**config.mk**
```make
export PLATFORM = sky130hd
export DESIGN_NAME = square_wave_channel_sweep_unit
export DESIGN_NICKNAME = d
export VERILOG_FILES = /design/src/rtl/sqsw_pkg.sv /design/src/rtl/sqsw_sweep_calc.sv /design/src/rtl/square_wave_channel_sweep_unit.sv
export VERILOG_INCLUDE_DIRS = /design/src /design/src/rtl
export SDC_FILE = /design/constraint.sdc
export NUM_CORES = 1
export LEC_CHECK = 0
export ABC_CLOCK_PERIOD_IN_PS = 10750
export BUFFER_PORTS_ARGS = -buffer_cell sky130_fd_sc_hd__buf_2
export CORE_MARGIN = 2
export CORE_UTILIZATION = 60
export DETAILED_ROUTE_END_ITERATION = 10
export PLACE_DENSITY = 0.85
export SYNTH_ARGS = -nofsm -noshare
export SYNTH_HDL_FRONTEND = slang
export SYNTH_SLANG_ARGS = --single-unit
```
**constraint.sdc**
```tcl
create_clock -name clock -period 10.75 [get_ports clock]
set_clock_uncertainty 0.1 [all_clocks]
set_input_delay 0 -clock clock [delete_from_list [all_inputs] [get_ports clock]]
set_output_delay 0 -clock clock [all_outputs]
set_load 0.005 [all_outputs]
```
**src/rtl/square_wave_channel_sweep_unit_defines.svh**
```systemverilog
// assertion macros for the square wave channel sweep unit
`ifndef SQUARE_WAVE_CHANNEL_SWEEP_UNIT_DEFINES_SVH
`define SQUARE_WAVE_CHANNEL_SWEEP_UNIT_DEFINES_SVH

`ifndef ASSERT_OFF
// property that must hold at every clock edge outside reset
`define SQSW_ASSERT(label, clk, rst, prop, msg) \
   label: assert property (@(posedge clk) disable iff (rst) (prop)) else $error(msg);
// property that must hold in the cycle after a trigger condition
`define SQSW_ASSERT_NEXT(label, clk, rst, cond, prop, msg) \
   label: assert property (@(posedge clk) disable iff (rst) (cond) |=> (prop)) else $error(msg);
`else
`define SQSW_ASSERT(label, clk, rst, prop, msg)
`define SQSW_ASSERT_NEXT(label, clk, rst, cond, prop, msg)
`endif

`endif

```
**src/rtl/sqsw_pkg.sv**
```systemverilog
`timescale 1ns / 1ps

package sqsw_pkg;

   // field and state widths
   localparam int FREQ_W      = 11;
   localparam int TIMER_W     = 14;
   localparam int WAVE_W      = 3;
   localparam int DUTY_W      = 2;
   localparam int SWP_PER_W   = 3;
   localparam int SWP_CNT_W   = 4;
   localparam int SHIFT_W     = 3;
   localparam int VOL_W       = 4;
   localparam int BYTE_W      = 8;
   localparam int REG_IDX_W   = 3;

   // sweep countdown reload when the period is zero
   localparam logic [SWP_CNT_W-1:0] SWEEP_IDLE_RELOAD = 4'd8;

   // item operations
   typedef enum logic [1:0] {
      OP_TIMER = 2'd0,
      OP_SWEEP = 2'd1,
      OP_WRITE = 2'd2,
      OP_READ  = 2'd3
   } op_type;

   // channel register numbers
   localparam logic [REG_IDX_W-1:0] REG_SWEEP    = 3'd0;
   localparam logic [REG_IDX_W-1:0] REG_DUTY     = 3'd1;
   localparam logic [REG_IDX_W-1:0] REG_ENVELOPE = 3'd2;
   localparam logic [REG_IDX_W-1:0] REG_FREQ_LO  = 3'd3;
   localparam logic [REG_IDX_W-1:0] REG_FREQ_HI  = 3'd4;

   // read-back filler for unused bits
   localparam logic [BYTE_W-1:0] RD_SWEEP_FILL = 8'h80;
   localparam logic [BYTE_W-1:0] RD_DUTY_FILL  = 8'h3f;
   localparam logic [BYTE_W-1:0] RD_HI_FILL    = 8'hbf;
   localparam logic [BYTE_W-1:0] RD_ALL_ONES   = 8'hff;

   // result of one sweep calculation
   typedef struct packed {
      logic [FREQ_W-1:0] freq;
      logic              overflow;
   } sweep_result_type;

   // timer reload, (2048 - frequency) * 4
   function automatic logic [TIMER_W-1:0] reload_value(input logic [FREQ_W-1:0] freq);
      logic [FREQ_W:0] diff;
      diff = {1'b1, {FREQ_W{1'b0}}} - {1'b0, freq};
      return {diff, 2'b00};
   endfunction

   // duty waveform, bit p of each pattern is wave position p
   function automatic logic duty_bit(input logic [DUTY_W-1:0] duty,
                                     input logic [WAVE_W-1:0] pos);
      logic [7:0] pattern;
      case (duty)
         2'd0:    pattern = 8'b1000_0000;
         2'd1:    pattern = 8'b1000_0001;
         2'd2:    pattern = 8'b1110_0001;
         default: pattern = 8'b0111_1110;
      endcase
      return pattern[pos];
   endfunction

endpackage

```
**src/rtl/sqsw_sweep_calc.sv**
```systemverilog
`timescale 1ns / 1ps

module sqsw_sweep_adder (
   input  logic [sqsw_pkg::FREQ_W-1:0]  shadow,
   input  logic [sqsw_pkg::SHIFT_W-1:0] shift,
   input  logic                         negate,
   output sqsw_pkg::sweep_result_type   result
);
   import sqsw_pkg::*;

   logic [FREQ_W-1:0] delta;
   logic [FREQ_W:0]   next_freq;

   // shifted shadow added or subtracted, carry out marks overflow past 2047
   assign delta     = shadow >> shift;
   assign next_freq = negate ? ({1'b0, shadow} - {1'b0, delta})
                             : ({1'b0, shadow} + {1'b0, delta});

   assign result.freq     = next_freq[FREQ_W-1:0];
   assign result.overflow = next_freq[FREQ_W];

endmodule

```
**src/rtl/square_wave_channel_sweep_unit.sv**
```systemverilog
`timescale 1ns / 1ps
// channel | direction | ports
// --------+-----------+----------------------------------------------------------
// req     | in        | req_valid/req_ready, operation, reg_index, write_data,
//         |           | volume, dac_enabled
// rsp     | out       | rsp_valid/rsp_ready, sample, read_data, channel_on
// csr     | in        | csr_write_enable/csr_write_data (power_on), no wait
//
// one item per cycle sustained while rsp_ready allows; request register then result register
// each item updates the channel state in the cycle it moves into the result register
// reset is synchronous: both stages empty, state cleared, power_on set
// a stalled result holds the request register, which keeps taking one item until it fills

module square_wave_channel_sweep_unit (
   input  logic                              clock,
   input  logic                              reset,
   input  logic                              csr_write_enable,
   input  logic                              csr_write_data,
   input  logic                              req_valid,
   output logic                              req_ready,
   input  logic [1:0]                        req_operation,
   input  logic [sqsw_pkg::REG_IDX_W-1:0]    req_reg_index,
   input  logic [sqsw_pkg::BYTE_W-1:0]       req_write_data,
   input  logic [sqsw_pkg::VOL_W-1:0]        req_volume,
   input  logic                              req_dac_enabled,
   output logic                              rsp_valid,
   input  logic                              rsp_ready,
   output logic signed [sqsw_pkg::VOL_W-1:0] rsp_sample,
   output logic [sqsw_pkg::BYTE_W-1:0]       rsp_read_data,
   output logic                              rsp_channel_on
);
   import sqsw_pkg::*;
   `include "square_wave_channel_sweep_unit_defines.svh"

   // request register
   logic                  in_valid_ff, in_valid_in;
   op_type                in_op_ff;
   logic [REG_IDX_W-1:0]  in_idx_ff;
   logic [BYTE_W-1:0]     in_wdata_ff;
   logic [VOL_W-1:0]      in_vol_ff;
   logic                  in_dac_ff;

   // result register
   logic                  out_valid_ff, out_valid_in;
   logic [VOL_W-1:0]      out_sample_ff, out_sample_in;
   logic [BYTE_W-1:0]     out_rdata_ff, out_rdata_in;
   logic                  out_on_ff;

   // channel state
   logic                  power_on_ff;
   logic [TIMER_W-1:0]    period_timer_ff, period_timer_in;
   logic [WAVE_W-1:0]     wave_pos_ff, wave_pos_in;
   logic [DUTY_W-1:0]     duty_ff, duty_in;
   logic [FREQ_W-1:0]     tone_ff, tone_in;
   logic [FREQ_W-1:0]     shadow_ff, shadow_in;
   logic [SWP_PER_W-1:0]  swp_period_ff, swp_period_in;
   logic [SWP_CNT_W-1:0]  swp_count_ff, swp_count_in;
   logic                  swp_negate_ff, swp_negate_in;
   logic [SHIFT_W-1:0]    swp_shift_ff, swp_shift_in;
   logic                  swp_active_ff, swp_active_in;
   logic                  negate_used_ff, negate_used_in;
   logic                  enabled_ff, enabled_in;
   logic                  length_en_ff, length_en_in;

   logic                  advance;
   logic                  req_take;
   logic [FREQ_W-1:0]     tone_hi;
   logic [FREQ_W-1:0]     calc_first_shadow;
   logic [SWP_CNT_W-1:0]  swp_reload;
   sweep_result_type      calc_first, calc_second;

   // handshake
   assign advance   = in_valid_ff && (!out_valid_ff || rsp_ready);
   assign req_ready = !in_valid_ff || advance;
   assign req_take  = req_valid && req_ready;

   assign in_valid_in  = req_take ? 1'b1 : (advance ? 1'b0 : in_valid_ff);
   assign out_valid_in = advance ? 1'b1 : (rsp_ready ? 1'b0 : out_valid_ff);

   // frequency after a high-byte write, also the trigger's shadow
   assign tone_hi           = {in_wdata_ff[2:0], tone_ff[7:0]};
   assign calc_first_shadow = (in_op_ff == OP_WRITE) ? tone_hi : shadow_ff;
   assign swp_reload        = (swp_period_ff == '0) ? SWEEP_IDLE_RELOAD
                                                    : {1'b0, swp_period_ff};

   // first calculation serves sweep ticks and triggers
   sqsw_sweep_adder u_calc_first (
      .shadow (calc_first_shadow),
      .shift  (swp_shift_ff),
      .negate (swp_negate_ff),
      .result (calc_first)
   );

   // second calculation checks the freshly written frequency on a sweep tick
   sqsw_sweep_adder u_calc_second (
      .shadow (calc_first.freq),
      .shift  (swp_shift_ff),
      .negate (swp_negate_ff),
      .result (calc_second)
   );

   // state update and result for the item in the request register
   always_comb begin
      period_timer_in = period_timer_ff;
      wave_pos_in     = wave_pos_ff;
      duty_in         = duty_ff;
      tone_in         = tone_ff;
      shadow_in       = shadow_ff;
      swp_period_in   = swp_period_ff;
      swp_count_in    = swp_count_ff;
      swp_negate_in   = swp_negate_ff;
      swp_shift_in    = swp_shift_ff;
      swp_active_in   = swp_active_ff;
      negate_used_in  = negate_used_ff;
      enabled_in      = enabled_ff;
      length_en_in    = length_en_ff;
      out_rdata_in    = '0;

      case (in_op_ff)
         OP_TIMER: begin
            if (period_timer_ff <= TIMER_W'(1)) begin
               period_timer_in = reload_value(tone_ff);
               wave_pos_in     = wave_pos_ff + WAVE_W'(1);
            end else begin
               period_timer_in = period_timer_ff - TIMER_W'(1);
            end
         end
         OP_SWEEP: begin
            if (swp_count_ff <= SWP_CNT_W'(1)) begin
               swp_count_in = swp_reload;
               if (swp_active_ff && swp_period_ff != '0) begin
                  if (swp_negate_ff) begin
                     negate_used_in = 1'b1;
                  end
                  if (calc_first.overflow) begin
                     enabled_in = 1'b0;
                  end else if (swp_shift_ff != '0) begin
                     tone_in   = calc_first.freq;
                     shadow_in = calc_first.freq;
                     if (calc_second.overflow) begin
                        enabled_in = 1'b0;
                     end
                  end
               end
            end else begin
               swp_count_in = swp_count_ff - SWP_CNT_W'(1);
            end
         end
         OP_WRITE: begin
            case (in_idx_ff)
               REG_SWEEP: begin
                  swp_period_in = in_wdata_ff[6:4];
                  swp_negate_in = in_wdata_ff[3];
                  swp_shift_in  = in_wdata_ff[2:0];
                  // clearing negate after a negate calculation kills the channel
                  if (negate_used_ff && !in_wdata_ff[3]) begin
                     enabled_in     = 1'b0;
                     negate_used_in = 1'b0;
                  end
               end
               REG_DUTY: begin
                  if (power_on_ff) begin
                     duty_in = in_wdata_ff[7:6];
                  end
               end
               REG_FREQ_LO: begin
                  tone_in = {tone_ff[10:8], in_wdata_ff};
               end
               REG_FREQ_HI: begin
                  length_en_in = in_wdata_ff[6];
                  tone_in      = tone_hi;
                  // trigger
                  if (in_wdata_ff[7]) begin
                     if (in_dac_ff) begin
                        enabled_in = 1'b1;
                     end
                     period_timer_in = reload_value(tone_hi);
                     wave_pos_in     = '0;
                     negate_used_in  = 1'b0;
                     shadow_in       = tone_hi;
                     swp_count_in    = swp_reload;
                     swp_active_in   = (swp_period_ff != '0) || (swp_shift_ff != '0);
                     if (swp_shift_ff != '0) begin
                        if (swp_negate_ff) begin
                           negate_used_in = 1'b1;
                        end
                        if (calc_first.overflow) begin
                           enabled_in = 1'b0;
                        end
                     end
                  end
               end
               default: begin
               end
            endcase
         end
         OP_READ: begin
            case (in_idx_ff)
               REG_SWEEP:    out_rdata_in = RD_SWEEP_FILL
                                          | {1'b0, swp_period_ff, swp_negate_ff, swp_shift_ff};
               REG_DUTY:     out_rdata_in = {duty_ff, 6'b0} | RD_DUTY_FILL;
               REG_ENVELOPE: out_rdata_in = '0;
               REG_FREQ_LO:  out_rdata_in = RD_ALL_ONES;
               REG_FREQ_HI:  out_rdata_in = {1'b0, length_en_ff, 6'b0} | RD_HI_FILL;
               default:      out_rdata_in = RD_ALL_ONES;
            endcase
         end
         default: begin
         end
      endcase

      // sample from the updated state
      if (!enabled_in) begin
         out_sample_in = '0;
      end else if (duty_bit(duty_in, wave_pos_in)) begin
         out_sample_in = in_vol_ff - VOL_W'(8);
      end else begin
         out_sample_in = {1'b1, {(VOL_W-1){1'b0}}};
      end
   end

   // handshake and control registers
   always_ff @(posedge clock) begin
      if (reset) begin
         in_valid_ff  <= 1'b0;
         out_valid_ff <= 1'b0;
         power_on_ff  <= 1'b1;
      end else begin
         in_valid_ff  <= in_valid_in;
         out_valid_ff <= out_valid_in;
         if (csr_write_enable) begin
            power_on_ff <= csr_write_data;
         end
      end
   end

   // request payload
   always_ff @(posedge clock) begin
      if (req_take) begin
         in_op_ff    <= op_type'(req_operation);
         in_idx_ff   <= req_reg_index;
         in_wdata_ff <= req_write_data;
         in_vol_ff   <= req_volume;
         in_dac_ff   <= req_dac_enabled;
      end
   end

   // result payload
   always_ff @(posedge clock) begin
      if (advance) begin
         out_sample_ff <= out_sample_in;
         out_rdata_ff  <= out_rdata_in;
         out_on_ff     <= enabled_in;
      end
   end

   // channel state
   always_ff @(posedge clock) begin
      if (reset) begin
         period_timer_ff <= '0;
         wave_pos_ff     <= '0;
         duty_ff         <= '0;
         tone_ff         <= '0;
         shadow_ff       <= '0;
         swp_period_ff   <= '0;
         swp_count_ff    <= '0;
         swp_negate_ff   <= 1'b0;
         swp_shift_ff    <= '0;
         swp_active_ff   <= 1'b0;
         negate_used_ff  <= 1'b0;
         enabled_ff      <= 1'b0;
         length_en_ff    <= 1'b0;
      end else if (advance) begin
         period_timer_ff <= period_timer_in;
         wave_pos_ff     <= wave_pos_in;
         duty_ff         <= duty_in;
         tone_ff         <= tone_in;
         shadow_ff       <= shadow_in;
         swp_period_ff   <= swp_period_in;
         swp_count_ff    <= swp_count_in;
         swp_negate_ff   <= swp_negate_in;
         swp_shift_ff    <= swp_shift_in;
         swp_active_ff   <= swp_active_in;
         negate_used_ff  <= negate_used_in;
         enabled_ff      <= enabled_in;
         length_en_ff    <= length_en_in;
      end
   end

   assign rsp_valid      = out_valid_ff;
   assign rsp_sample     = $signed(out_sample_ff);
   assign rsp_read_data  = out_rdata_ff;
   assign rsp_channel_on = out_on_ff;

   // checks
   `SQSW_ASSERT(a_silent_when_off, clock, reset, (rsp_valid && !rsp_channel_on) |-> (rsp_sample == '0), "sample not zero while channel off")
   `SQSW_ASSERT_NEXT(a_rdata_only_on_read, clock, reset, advance && in_op_ff != OP_READ, rsp_read_data == '0, "read data on a non-read item")
   `SQSW_ASSERT_NEXT(a_timer_count_down, clock, reset, advance && in_op_ff == OP_TIMER && period_timer_ff > TIMER_W'(1), period_timer_ff == $past(period_timer_ff) - TIMER_W'(1), "period timer did not count down")
   `SQSW_ASSERT(a_sweep_count_range, clock, reset, swp_count_ff <= SWEEP_IDLE_RELOAD, "sweep countdown out of range")
   `SQSW_ASSERT_NEXT(a_result_follows, clock, reset, advance, rsp_valid && rsp_channel_on == $past(enabled_in), "result register missed an item")

endmodule
```
==> key figures, run 1 <==
Final layout
  – End-of-flow core utilization: 0.678
  – Leading cell type in the layout, fill and taps excluded: nor2_1
  – Nets: 1,044
  – Most frequent cells in the layout: nor2_1 (140), a21oi_1 (72), dfxtp_1 (59), nand2_1 (58), o21ai_0 (47)
  – Share of cells above drive strength 1: 0.120
  – Area Overhead vs Synth: 9.22%
  – Antenna Cells: 0
  – Fill cells: 1,056

Critical path
  – Worst Setup Start Kind: flop
  – Critical Path RT: 10.74 ns
  – Critical path capture point type: flop
  – Reg2Reg Setup Slack: about 1.3 ns
  – Worst R2R End: rsp_channel_on$_DFFE_PP_
  – Maximum net fanout on the critical path: 27
  – Reg-to-reg startpoint: in_op_ff[0]$_DFFE_PP_
  – Crit Path Class: flop to flop
  – Data arrival, critical path: 9.45 ns
  – Delay-heaviest family, CP: compound AO/OA/AOI/OAI gates
  – WP buf/inv: 3
  – CP peak stage delay: 0.65 ns
  – R2r worst-path depth: 36
  – Slowest-stage cell, CP: ha_2

Detailed routing
  – Vias/cell: between 6 and 7
  – Pre-antenna DRT Iters: 8
  – DRC Markers: 0
  – Final ANT Viol Nets: 0
  – Vias: 7,822
  – Post-Route WL: 22,800 um
  – Initial drt markers: 844
  – Post-DR wirelength/cell: between 15 and 20 um

Die
  – Chip Width: between 100 and 150 um
  – Die area: between 0.01 and 0.015 sq mm
  – Die Height: roughly 120 um
  – Number of cell rows: 41
  – Initial core utilization: 0.621
  – Core area: 0.0127 sq mm
  – IO Pins: 39

Place
  – I/O Buffers: 38
  – Routability cong.: 0.991
  – Setup slack at placement: 1.46 ns
  – Dpl hpwl: roughly 16,000 um

Power and ir drop
  – Clock power frac: 0.239
  – Seq pwr share: 0.259
  – Max VDD drop: between 0.15 and 0.2 mV
  – Cell internal pwr: 0.884 mW
  – Logic pwr share: 0.502
  – Leakage: 3.23 nW
  – Pwr Density: 172 mW/mm^2
  – Sw Pwr: 0.605 mW
  – Switching share of power: 0.406

GRT
  – Initial antenna violation count: 0
  – Total GRT Usage: 0.319
  – GRT overflow: 0
  – Largest net degree at the start of global routing: 60
  – Vias in the first global route: 7,214
  – First-pass GRT wire length: around 37,000 um

Clock network
  – CTS Buffer Depth: 2
  – H-tree level count: 3
  – PostCTS Resize Cnt: 0
  – TritonCTS clock tree: yes
  – Clk sinks: 90
  – Reg clk slew, reported paths: 0.06 ns
  – Root cell of the clock tree: clkbuf_16
  – Cts bufs inserted: 9
  – Skew-Pair Late Insertion Delay: 0.35 ns

Timing
  – RSZ-0062 raised after global routing: no
  – Max frequency: 106 MHz
  – Final Hold Viols: 0
  – # setup viols final: 0
  – Max Slew Vio Count: 0
  – Minimum clock period after layout: 9.46 ns
  – Crit share post-route: 0.880
  – Measured slew at the worst slew-check pin: between 1 and 1.5 ns
  – Setup TNS: 0 ns
  – Max-slew headroom: 0.263
  – Final worst slack: 1.29 ns

Hold path
  – Hold Path Class: input pin to flop
  – Hold Crit Endpoint: period_timer_ff[1]$_SDFFE_PP0P_
  – Cell depth of the worst min-delay path: 2
  – Worst hold start: reset

Synthesis
  – Top cells by area, synth: dfxtp_1 (15%), edfxtp_1 (12%), nor2_1 (6.7%)
  – Post-synth top flop: dfxtp_1
  – Register area share after synthesis: 0.267
  – Post-synth EDFFs: 31
  – Post-synth net total: 1,028
  – Warnings, synthesis: 0
  – Netlist Area Pre-Place: 0.00790 sq mm
  – Post-synth top area cell: dfxtp_1
  – #FFs+latches synth: 90
  – Ys async rst share: 0
  – Distinct cell type count after synthesis: 100
  – Syn Inst Count: 975
  – Synth Area per Inst: between 8 and 9 sq um
  – Synth top area share: 0.149

Outcome
  – Status: finished, final reports clean

Run
  – Max Cap Viol: 0
==> kinds of logic after synthesis <==
| family | after synthesis | synth area share |
|---|---|---|
| adder cells (fa/ha/maj) | 30 | 0.0472 |
| AO/OA/AOI/OAI | 307 | 0.277 |
| AND/OR/NAND/NOR | 344 | 0.209 |
| buffers and inverters | 102 | 0.0565 |
| flip-flops | 90 | 0.267 |
| multiplexers | 46 | 0.0774 |
| XOR/XNOR | 56 | 0.0654 |
==> stage by stage <==
step	total power, mW	hold WS [ns]	std cells	instance area [sq um]
floorplan	0.948	-0.00113	975	7900
global placement	1.09	0.0759	1129	8070
detailed placement	1.10	0.0781	1129	8070
CTS	1.46	0.244	1168	8630
global route	1.57	0.269	1168	8630
finish	1.49	0.242	1168	8630
==> layout make-up <==
class                           count  area [sq um]  share of cell area
Timing Repair Buffer               69           480              0.0557
Clock buffer                       10           229              0.0265
Multi-Input combinational cell    783          5350               0.619
Tap cell                          172           215              0.0249
Sequential cell                    90          2110               0.245
Clock inverter                      6           105              0.0122
Inverter                           38           143              0.0165
==> sequential cells by signal, indices dropped and copies added (netlist names), 2 cells and up <==
name             cells
tone_ff             11
in_op_ff             2
in_vol_ff            4
rsp_read_data        8
swp_period_ff        3
in_wdata_ff          8
in_idx_ff            3
duty_ff              2
swp_shift_ff         3
shadow_ff           11
rsp_sample           4
wave_pos_ff          3
period_timer_ff     14
swp_count_ff         4
==> worst max path at each step <==
stage / startpoint / endpoint / cells past startpoint
after floorplan: swp_shift_ff[2]$_SDFFE_PP0P_ / rsp_sample[0]$_SDFFCE_PN0P_ / 39
after CTS: in_op_ff[0]$_DFFE_PP_ / rsp_sample[2]$_SDFFCE_PN0P_ / 36
after detailed placement: in_op_ff[0]$_DFFE_PP_ / rsp_sample[0]$_SDFFCE_PN0P_ / 36
after global placement: in_op_ff[0]$_DFFE_PP_ / rsp_sample[0]$_SDFFCE_PN0P_ / 35
after global routing: in_op_ff[0]$_DFFE_PP_ / rsp_sample[2]$_SDFFCE_PN0P_ / 36
final: in_op_ff[0]$_DFFE_PP_ / rsp_channel_on$_DFFE_PP_ / 36
==> synthesized netlist by cell type (13+ instances only) <==
cell type / number
edfxtp_1: 31
nor2_1: 140
nor2b_1: 16
clkbuf_1: 39
nand2b_1: 13
a211oi_1: 34
inv_1: 35
nand2_1: 58
xnor2_1: 42
nor3_1: 31
o21ai_0: 47
ha_1: 29
dfxtp_1: 59
a31oi_1: 16
mux2i_1: 24
a21oi_1: 72
nand3_1: 21
==> metal layers <==
layer / track usage / vias up / part of all wire
met5: 0 / - / 0
met3: 0.0560 / 62 / 0.090
met2: 0.512 / 466 / 0.46
met1: 0.434 / 3639 / 0.42
li1: - / 3655 / -
met4: 0.112 / 0 / 0.032
==> worst reg2reg max path: cells and delay by family (launching register included) <==
kind            cells  cell delay (ns)
flops               1             0.42
fa+ha+maj           4             1.51
xor+xnor            2             0.34
mux                 2             0.80
simple gates        8             1.67
buf+inv             3             0.31
compound gates     17             4.08
==> power groups by stage <==
stage / registers (mW) / logic, mW / clock network (mW)
2_1_floorplan: 0.383 / 0.565 / 0
3_3_place_gp: 0.391 / 0.697 / 0
3_5_place_dp: 0.391 / 0.708 / 0
4_1_cts: 0.384 / 0.720 / 0.357
5_1_grt: 0.387 / 0.816 / 0.372
6_report: 0.385 / 0.747 / 0.356
==> timing repair <==
item,4_1_cts,5_1_grt
endpoints found under the hold margin,21,0
setup buffers,0,0
hold buffers,23,0
No activity file was read; power rests on OpenSTA's default activity.
==> inputs of run 2 (changes only) <==
ABC_CLOCK_PERIOD_IN_PS = 10550   (was 10750)
RECOVER_POWER = 25   (was default)
clock period = 10.55 ns   (was 10.75 ns; I/O delays follow)
==> key figures, run 2 (synthesis results as in run 1) <==
Outcome
  – Status: finished, final reports clean

Detailed routing
  – Final ANT Viol Nets: 0
  – Post-Route WL: between 20,000 and 25,000 um
  – Initial drt markers: 837
  – Post-DR wirelength/cell: 19.7 um
  – Vias: a little under 8,000
  – Vias/cell: approximately 6.7
  – Pre-antenna DRT Iters: 8
  – DRC Markers: 0

Critical path
  – Critical path capture point type: flop
  – Maximum net fanout on the critical path: 27
  – Crit Path Class: flop to flop
  – CP peak stage delay: 0.66 ns
  – Reg-to-reg startpoint: in_op_ff[0]$_DFFE_PP_
  – Worst R2R End: rsp_sample[3]$_SDFFCE_PN0P_
  – R2r worst-path depth: 35
  – Data arrival, critical path: 9.60 ns
  – Worst Setup Start Kind: flop
  – Slowest-stage cell, CP: ha_2
  – Reg2Reg Setup Slack: 0.93 ns
  – Critical Path RT: about 11 ns

Power and ir drop
  – Clock power frac: 0.202
  – Cell internal pwr: 0.832 mW
  – Pwr Density: 169 mW/mm^2
  – Leakage: about 3.2 nW
  – Logic pwr share: 0.527
  – Switching share of power: 0.426
  – Sw Pwr: between 0.6 and 0.7 mW
  – Tot Pwr: approximately 1.4 mW
  – Max VDD drop: 0.144 mV
  – Seq pwr share: 0.271

Clock network
  – PostCTS Resize Cnt: 0
  – H-tree level count: 3
  – CTS Buffer Depth: 2
  – Skew-Pair Late Insertion Delay: 0.35 ns
  – Clk sinks: 90
  – Cts bufs inserted: 9
  – Root cell of the clock tree: clkbuf_16
  – Reg clk slew, reported paths: 0.07 ns
  – TritonCTS clock tree: yes

Hold path
  – Cell depth of the worst min-delay path: 2
  – Hold Crit Endpoint: shadow_ff[8]$_SDFFE_PP0P_
  – Hold Path Class: input pin to flop
  – Worst hold start: reset

Timing
  – Minimum clock period after layout: approximately 9.6 ns
  – Max frequency: between 100 and 150 MHz
  – Final worst slack: 0.927 ns
  – RSZ-0062 raised after global routing: no
  – Crit share post-route: 0.912
  – Max-slew headroom: 0.231
  – # setup viols final: 0
  – Final Hold Viols: 0
  – Max Slew Vio Count: 0
  – Setup TNS: 0 ns
  – Measured slew at the worst slew-check pin: roughly 1.2 ns

Final layout
  – Post-route insts no fill: 1,171
  – Largest regs: period_timer_ff: 14 flops, shadow_ff: 11 flops, tone_ff: 11 flops
  – Fill cells: 1,087
  – Share of cells above drive strength 1: 0.110
  – Nets: 1,047
  – End-of-flow core utilization: 0.673
  – Area Overhead vs Synth: 8.42%
  – Leading cell type in the layout, fill and taps excluded: nor2_1
  – Most frequent cells in the layout: nor2_1 (140), a21oi_1 (72), dfxtp_1 (59), nand2_1 (58), o21ai_0 (47)
  – Antenna Cells: 0
  – Max FFs per register: 14
  – Largest Register: period_timer_ff

Place
  – Dpl hpwl: 15,900 um
  – I/O Buffers: 38
  – Setup slack at placement: 1.12 ns
  – Routability cong.: 0.970
  – Placed cell count: 1,132

Die
  – Initial core utilization: 0.621
  – Die area: 0.0141 sq mm
  – Chip Width: 119 um
  – Die Height: about 120 um
  – Number of cell rows: slightly above 40
  – IO Pins: 39
  – Core area: 0.0127 sq mm

Run
  – Max Cap Viol: 0

GRT
  – Largest net degree at the start of global routing: 60
  – First-pass GRT wire length: 37,200 um
  – Total GRT Usage: 0.324
  – Vias in the first global route: 7,257
  – Gr busiest metal: met2
  – Initial antenna violation count: 0
  – Met1 usage: 0.430
  – GRT overflow: 0
  – Met3 GRT Util: 0.0700
  – Met2 Usage GRT: 0.519
run 2: cell type report:
type | instances | area, sq um | area share
Clock buffer | 11 | 233 | 0.0272
Timing Repair Buffer | 72 | 488 | 0.0570
Tap cell | 172 | 215 | 0.0251
Inverter | 38 | 143 | 0.0166
Clock inverter | 5 | 31.3 | 0.00365
Multi-Input combinational cell | 783 | 5350 | 0.624
Sequential cell | 90 | 2110 | 0.247
run 2: worst max path at each step:
stage / start / endpoint / depth (start not counted)
floorplan: swp_shift_ff[2]$_SDFFE_PP0P_ / rsp_sample[0]$_SDFFCE_PN0P_ / 39
detailed placement: in_op_ff[0]$_DFFE_PP_ / rsp_sample[2]$_SDFFCE_PN0P_ / 35
global placement: in_op_ff[0]$_DFFE_PP_ / rsp_sample[2]$_SDFFCE_PN0P_ / 35
CTS: in_op_ff[0]$_DFFE_PP_ / rsp_sample[3]$_SDFFCE_PN0P_ / 35
finish: in_op_ff[0]$_DFFE_PP_ / rsp_sample[3]$_SDFFCE_PN0P_ / 35
global route: in_op_ff[0]$_DFFE_PP_ / rsp_sample[3]$_SDFFCE_PN0P_ / 36
run 2: worst max-delay path: cells and delay by family (launching register included):
kind / cells / cell delay [ns]
AOI/OAI and AO/OA: 15 / 3.86
xor gates and xnor gates: 2 / 0.24
adders and majority gates: 4 / 1.54
buffers and inverters: 2 / 0.18
DFF: 1 / 0.42
muxes: 3 / 1.12
and+or+nand+nor: 9 / 1.88
run 2: layer usage:
layer	wire length, um	vias up	share of wire
li1	-	3655	-
met1	9550	3653	0.41
met2	10600	430	0.46
met3	2060	68	0.089
met4	859	0	0.037
met5	0	-	0
run 2: timing repair:
item | in CTS | in global routing
hold buffers | 23 | 0
hold endpoints to repair | 21 | 0
setup buffers | 0 | 0
setup endpoints to repair | 0 | 0
run 2: metrics by stage:
| stage | hold slack (ns) | area [sq um] |
|---|---|---|
| after floorplan | -0.00113 | 7900 |
| after global placement | 0.0766 | 8090 |
| after detailed placement | 0.0781 | 8090 |
| after CTS | 0.248 | 8580 |
| after global routing | 0.272 | 8570 |
| final | 0.265 | 8570 |
run 2: power by group through the flow:
stage | combinational [mW] | clock, mW | sequential, mW
floorplan | 0.576 | 0 | 0.390
global placement | 0.717 | 0 | 0.398
detailed placement | 0.728 | 0 | 0.399
CTS | 0.742 | 0.294 | 0.392
global route | 0.836 | 0.309 | 0.394
finish | 0.764 | 0.293 | 0.393
==> inputs of run 3 (changes only) <==
PLACE_DENSITY = default   (was 0.85)
PLACE_DENSITY_LB_ADDON = 0.08   (was default)
==> key figures, run 3 (synthesis results as in run 1) <==
Critical path
  – R2r worst-path depth: 36
  – Slowest-stage cell, CP: ha_2
  – Reg-to-reg startpoint: in_op_ff[0]$_DFFE_PP_
  – Critical path capture point type: flop
  – Crit Path Class: flop to flop
  – Maximum net fanout on the critical path: 35
  – Critical Path RT: between 10 and 15 ns
  – Worst Setup Start Kind: flop
  – CP peak stage delay: 0.72 ns
  – Data arrival, critical path: 9.75 ns
  – Worst R2R End: rsp_sample[1]$_SDFFCE_PN0P_
  – Reg2Reg Setup Slack: roughly 0.8 ns

Die
  – Core area: 0.0127 sq mm
  – Die Height: 119 um
  – Chip Width: 119 um
  – IO Pins: 39
  – Die area: 0.0141 sq mm
  – Number of cell rows: 41
  – Initial core utilization: 0.621

Timing
  – Crit share post-route: 0.925
  – RSZ-0062 raised after global routing: no
  – Max frequency: about 100 MHz
  – Minimum clock period after layout: 9.75 ns
  – Measured slew at the worst slew-check pin: about 1.1 ns
  – Max Slew Vio Count: 0
  – Max-slew headroom: 0.229
  – # setup viols final: 0
  – Setup TNS: 0 ns
  – Final Hold Viols: 0

Final layout
  – Nets: 1,049
  – Fill cells: roughly 1,100
  – Leading cell type in the layout, fill and taps excluded: nor2_1
  – Max FFs per register: 14
  – Antenna Cells: 0
  – Share of cells above drive strength 1: 0.116
  – Largest Register: period_timer_ff
  – Area Overhead vs Synth: 9.34%
  – Largest regs: period_timer_ff: 14 flops, shadow_ff: 11 flops, tone_ff: 11 flops
  – Seq. cell area: 0.00211 sq mm
  – Most frequent cells in the layout: nor2_1 (140), a21oi_1 (72), dfxtp_1 (59), nand2_1 (58), o21ai_0 (47)
  – Multi-input gate area: 0.00535 sq mm

Clock network
  – Number of setup buffers added after CTS: 0
  – Reg clk slew, reported paths: 0.06 ns
  – H-tree level count: 3
  – Clk sinks: 90
  – CTS Buffer Depth: 2
  – Cts bufs inserted: 9
  – TritonCTS clock tree: yes
  – Root cell of the clock tree: clkbuf_16
  – Skew-Pair Late Insertion Delay: 0.35 ns

Power and ir drop
  – Leakage: 3.23 nW
  – Tot Pwr: around 1.5 mW
  – Pwr Density: 174 mW/mm^2
  – Max VDD drop: 0.146 mV

Detailed routing
  – Vias/cell: 6.67
  – Initial drt markers: 687
  – Vias: 7,828
  – Post-Route WL: 23,000 um
  – Post-DR wirelength/cell: 19.6 um
  – Final ANT Viol Nets: 0
  – DRC Markers: 0
  – Pre-antenna DRT Iters: 6

GRT
  – Total GRT Usage: 0.319
  – First-pass GRT wire length: around 37,000 um
  – Largest net degree at the start of global routing: 60
  – Vias in the first global route: 7,466
  – Initial antenna violation count: 0
  – GRT overflow: 0

Outcome
  – Status: finished, final reports clean

Hold path
  – Worst hold start: reset
  – Cell depth of the worst min-delay path: 2
  – Hold Path Class: input pin to flop
  – Hold Crit Endpoint: rsp_valid$_SDFFE_PP0P_

Place
  – I/O Buffers: 38
  – Dpl hpwl: 16,600 um
  – Routability cong.: 1.00

Run
  – Max Cap Viol: 0
-- run 3: cell count changes in the layout (fill, tap and decap cells not counted), sizes merged --
cell and change:
bufinv +1, buf +4, clkinv -1, clkinvlp -2
-- run 3: report_power, final --
group / switching [mW] / total, mW / internal (mW) / leakage (nW)
Sequential: 0.0169 / 0.392 / 0.375 / 0.777
Clock: 0.136 / 0.342 / 0.206 / 0.155
Combinational: 0.469 / 0.768 / 0.299 / 2.30
-- run 3: worst max-delay path by stage --
stage                                  from                          end  slack (ns)  depth (start not counted)
2_1_floorplan  swp_shift_ff[2]$_SDFFE_PP0P_  rsp_sample[0]$_SDFFCE_PN0P_        2.43                         39
3_3_place_gp          in_op_ff[0]$_DFFE_PP_  rsp_sample[2]$_SDFFCE_PN0P_        1.43                         35
3_5_place_dp          in_op_ff[0]$_DFFE_PP_  rsp_sample[0]$_SDFFCE_PN0P_        1.03                         36
4_1_cts               in_op_ff[0]$_DFFE_PP_  rsp_sample[1]$_SDFFCE_PN0P_        0.97                         36
5_1_grt               in_op_ff[0]$_DFFE_PP_  rsp_sample[1]$_SDFFCE_PN0P_        0.20                         36
6_report              in_op_ff[0]$_DFFE_PP_  rsp_sample[1]$_SDFFCE_PN0P_        0.80                         36
-- run 3: cell type report --
type / instances / share of cell area
multi-input cells: 783 / 0.619
clock buffers: 13 / 0.0314
clock inverters: 3 / 0.00550
flip-flops and latches: 90 / 0.244
well taps: 172 / 0.0249
repair buffers: 74 / 0.0585
inverters: 38 / 0.0165
-- run 3: repair_timing --
item / in CTS / in global routing
gates resized for setup: 0 / 0
endpoints found under the hold margin: 21 / 0
hold buffers: 23 / 0
-- run 3: through the flow --
stage | area (sq um) | utilization | hold WS (ns) | instances | worst slack [ns]
floorplan | 7900 | - | -0.00113 | 975 | 2.43
global placement | 8100 | 0.637 | 0.0772 | 1134 | 1.43
detailed placement | 8100 | 0.637 | 0.0781 | 1134 | 1.03
CTS | 8650 | 0.680 | 0.252 | 1173 | 0.967
global route | 8640 | 0.679 | 0.261 | 1173 | 0.199
finish | 8640 | 0.679 | 0.244 | 1173 | 0.796
-- run 3: critical path: cells and delay by family, from the launching register on --
kind                       cells  cell delay [ns]
AOI/OAI and AO/OA             16             4.11
xor gates and xnor gates       2             0.31
muxes                          2             0.85
and+or+nand+nor               10             1.90
buffers and inverters          2             0.21
DFF                            1             0.42
adders and majority gates      4             1.58
-- run 3: layer usage --
layer  vias up  track usage  routed length (um)
met5         -            0                   0
met4         0        0.134                 789
met3        81       0.0405                1470
met2       350        0.548               11200
met1      3725        0.404                9530
li1       3672            -                   -
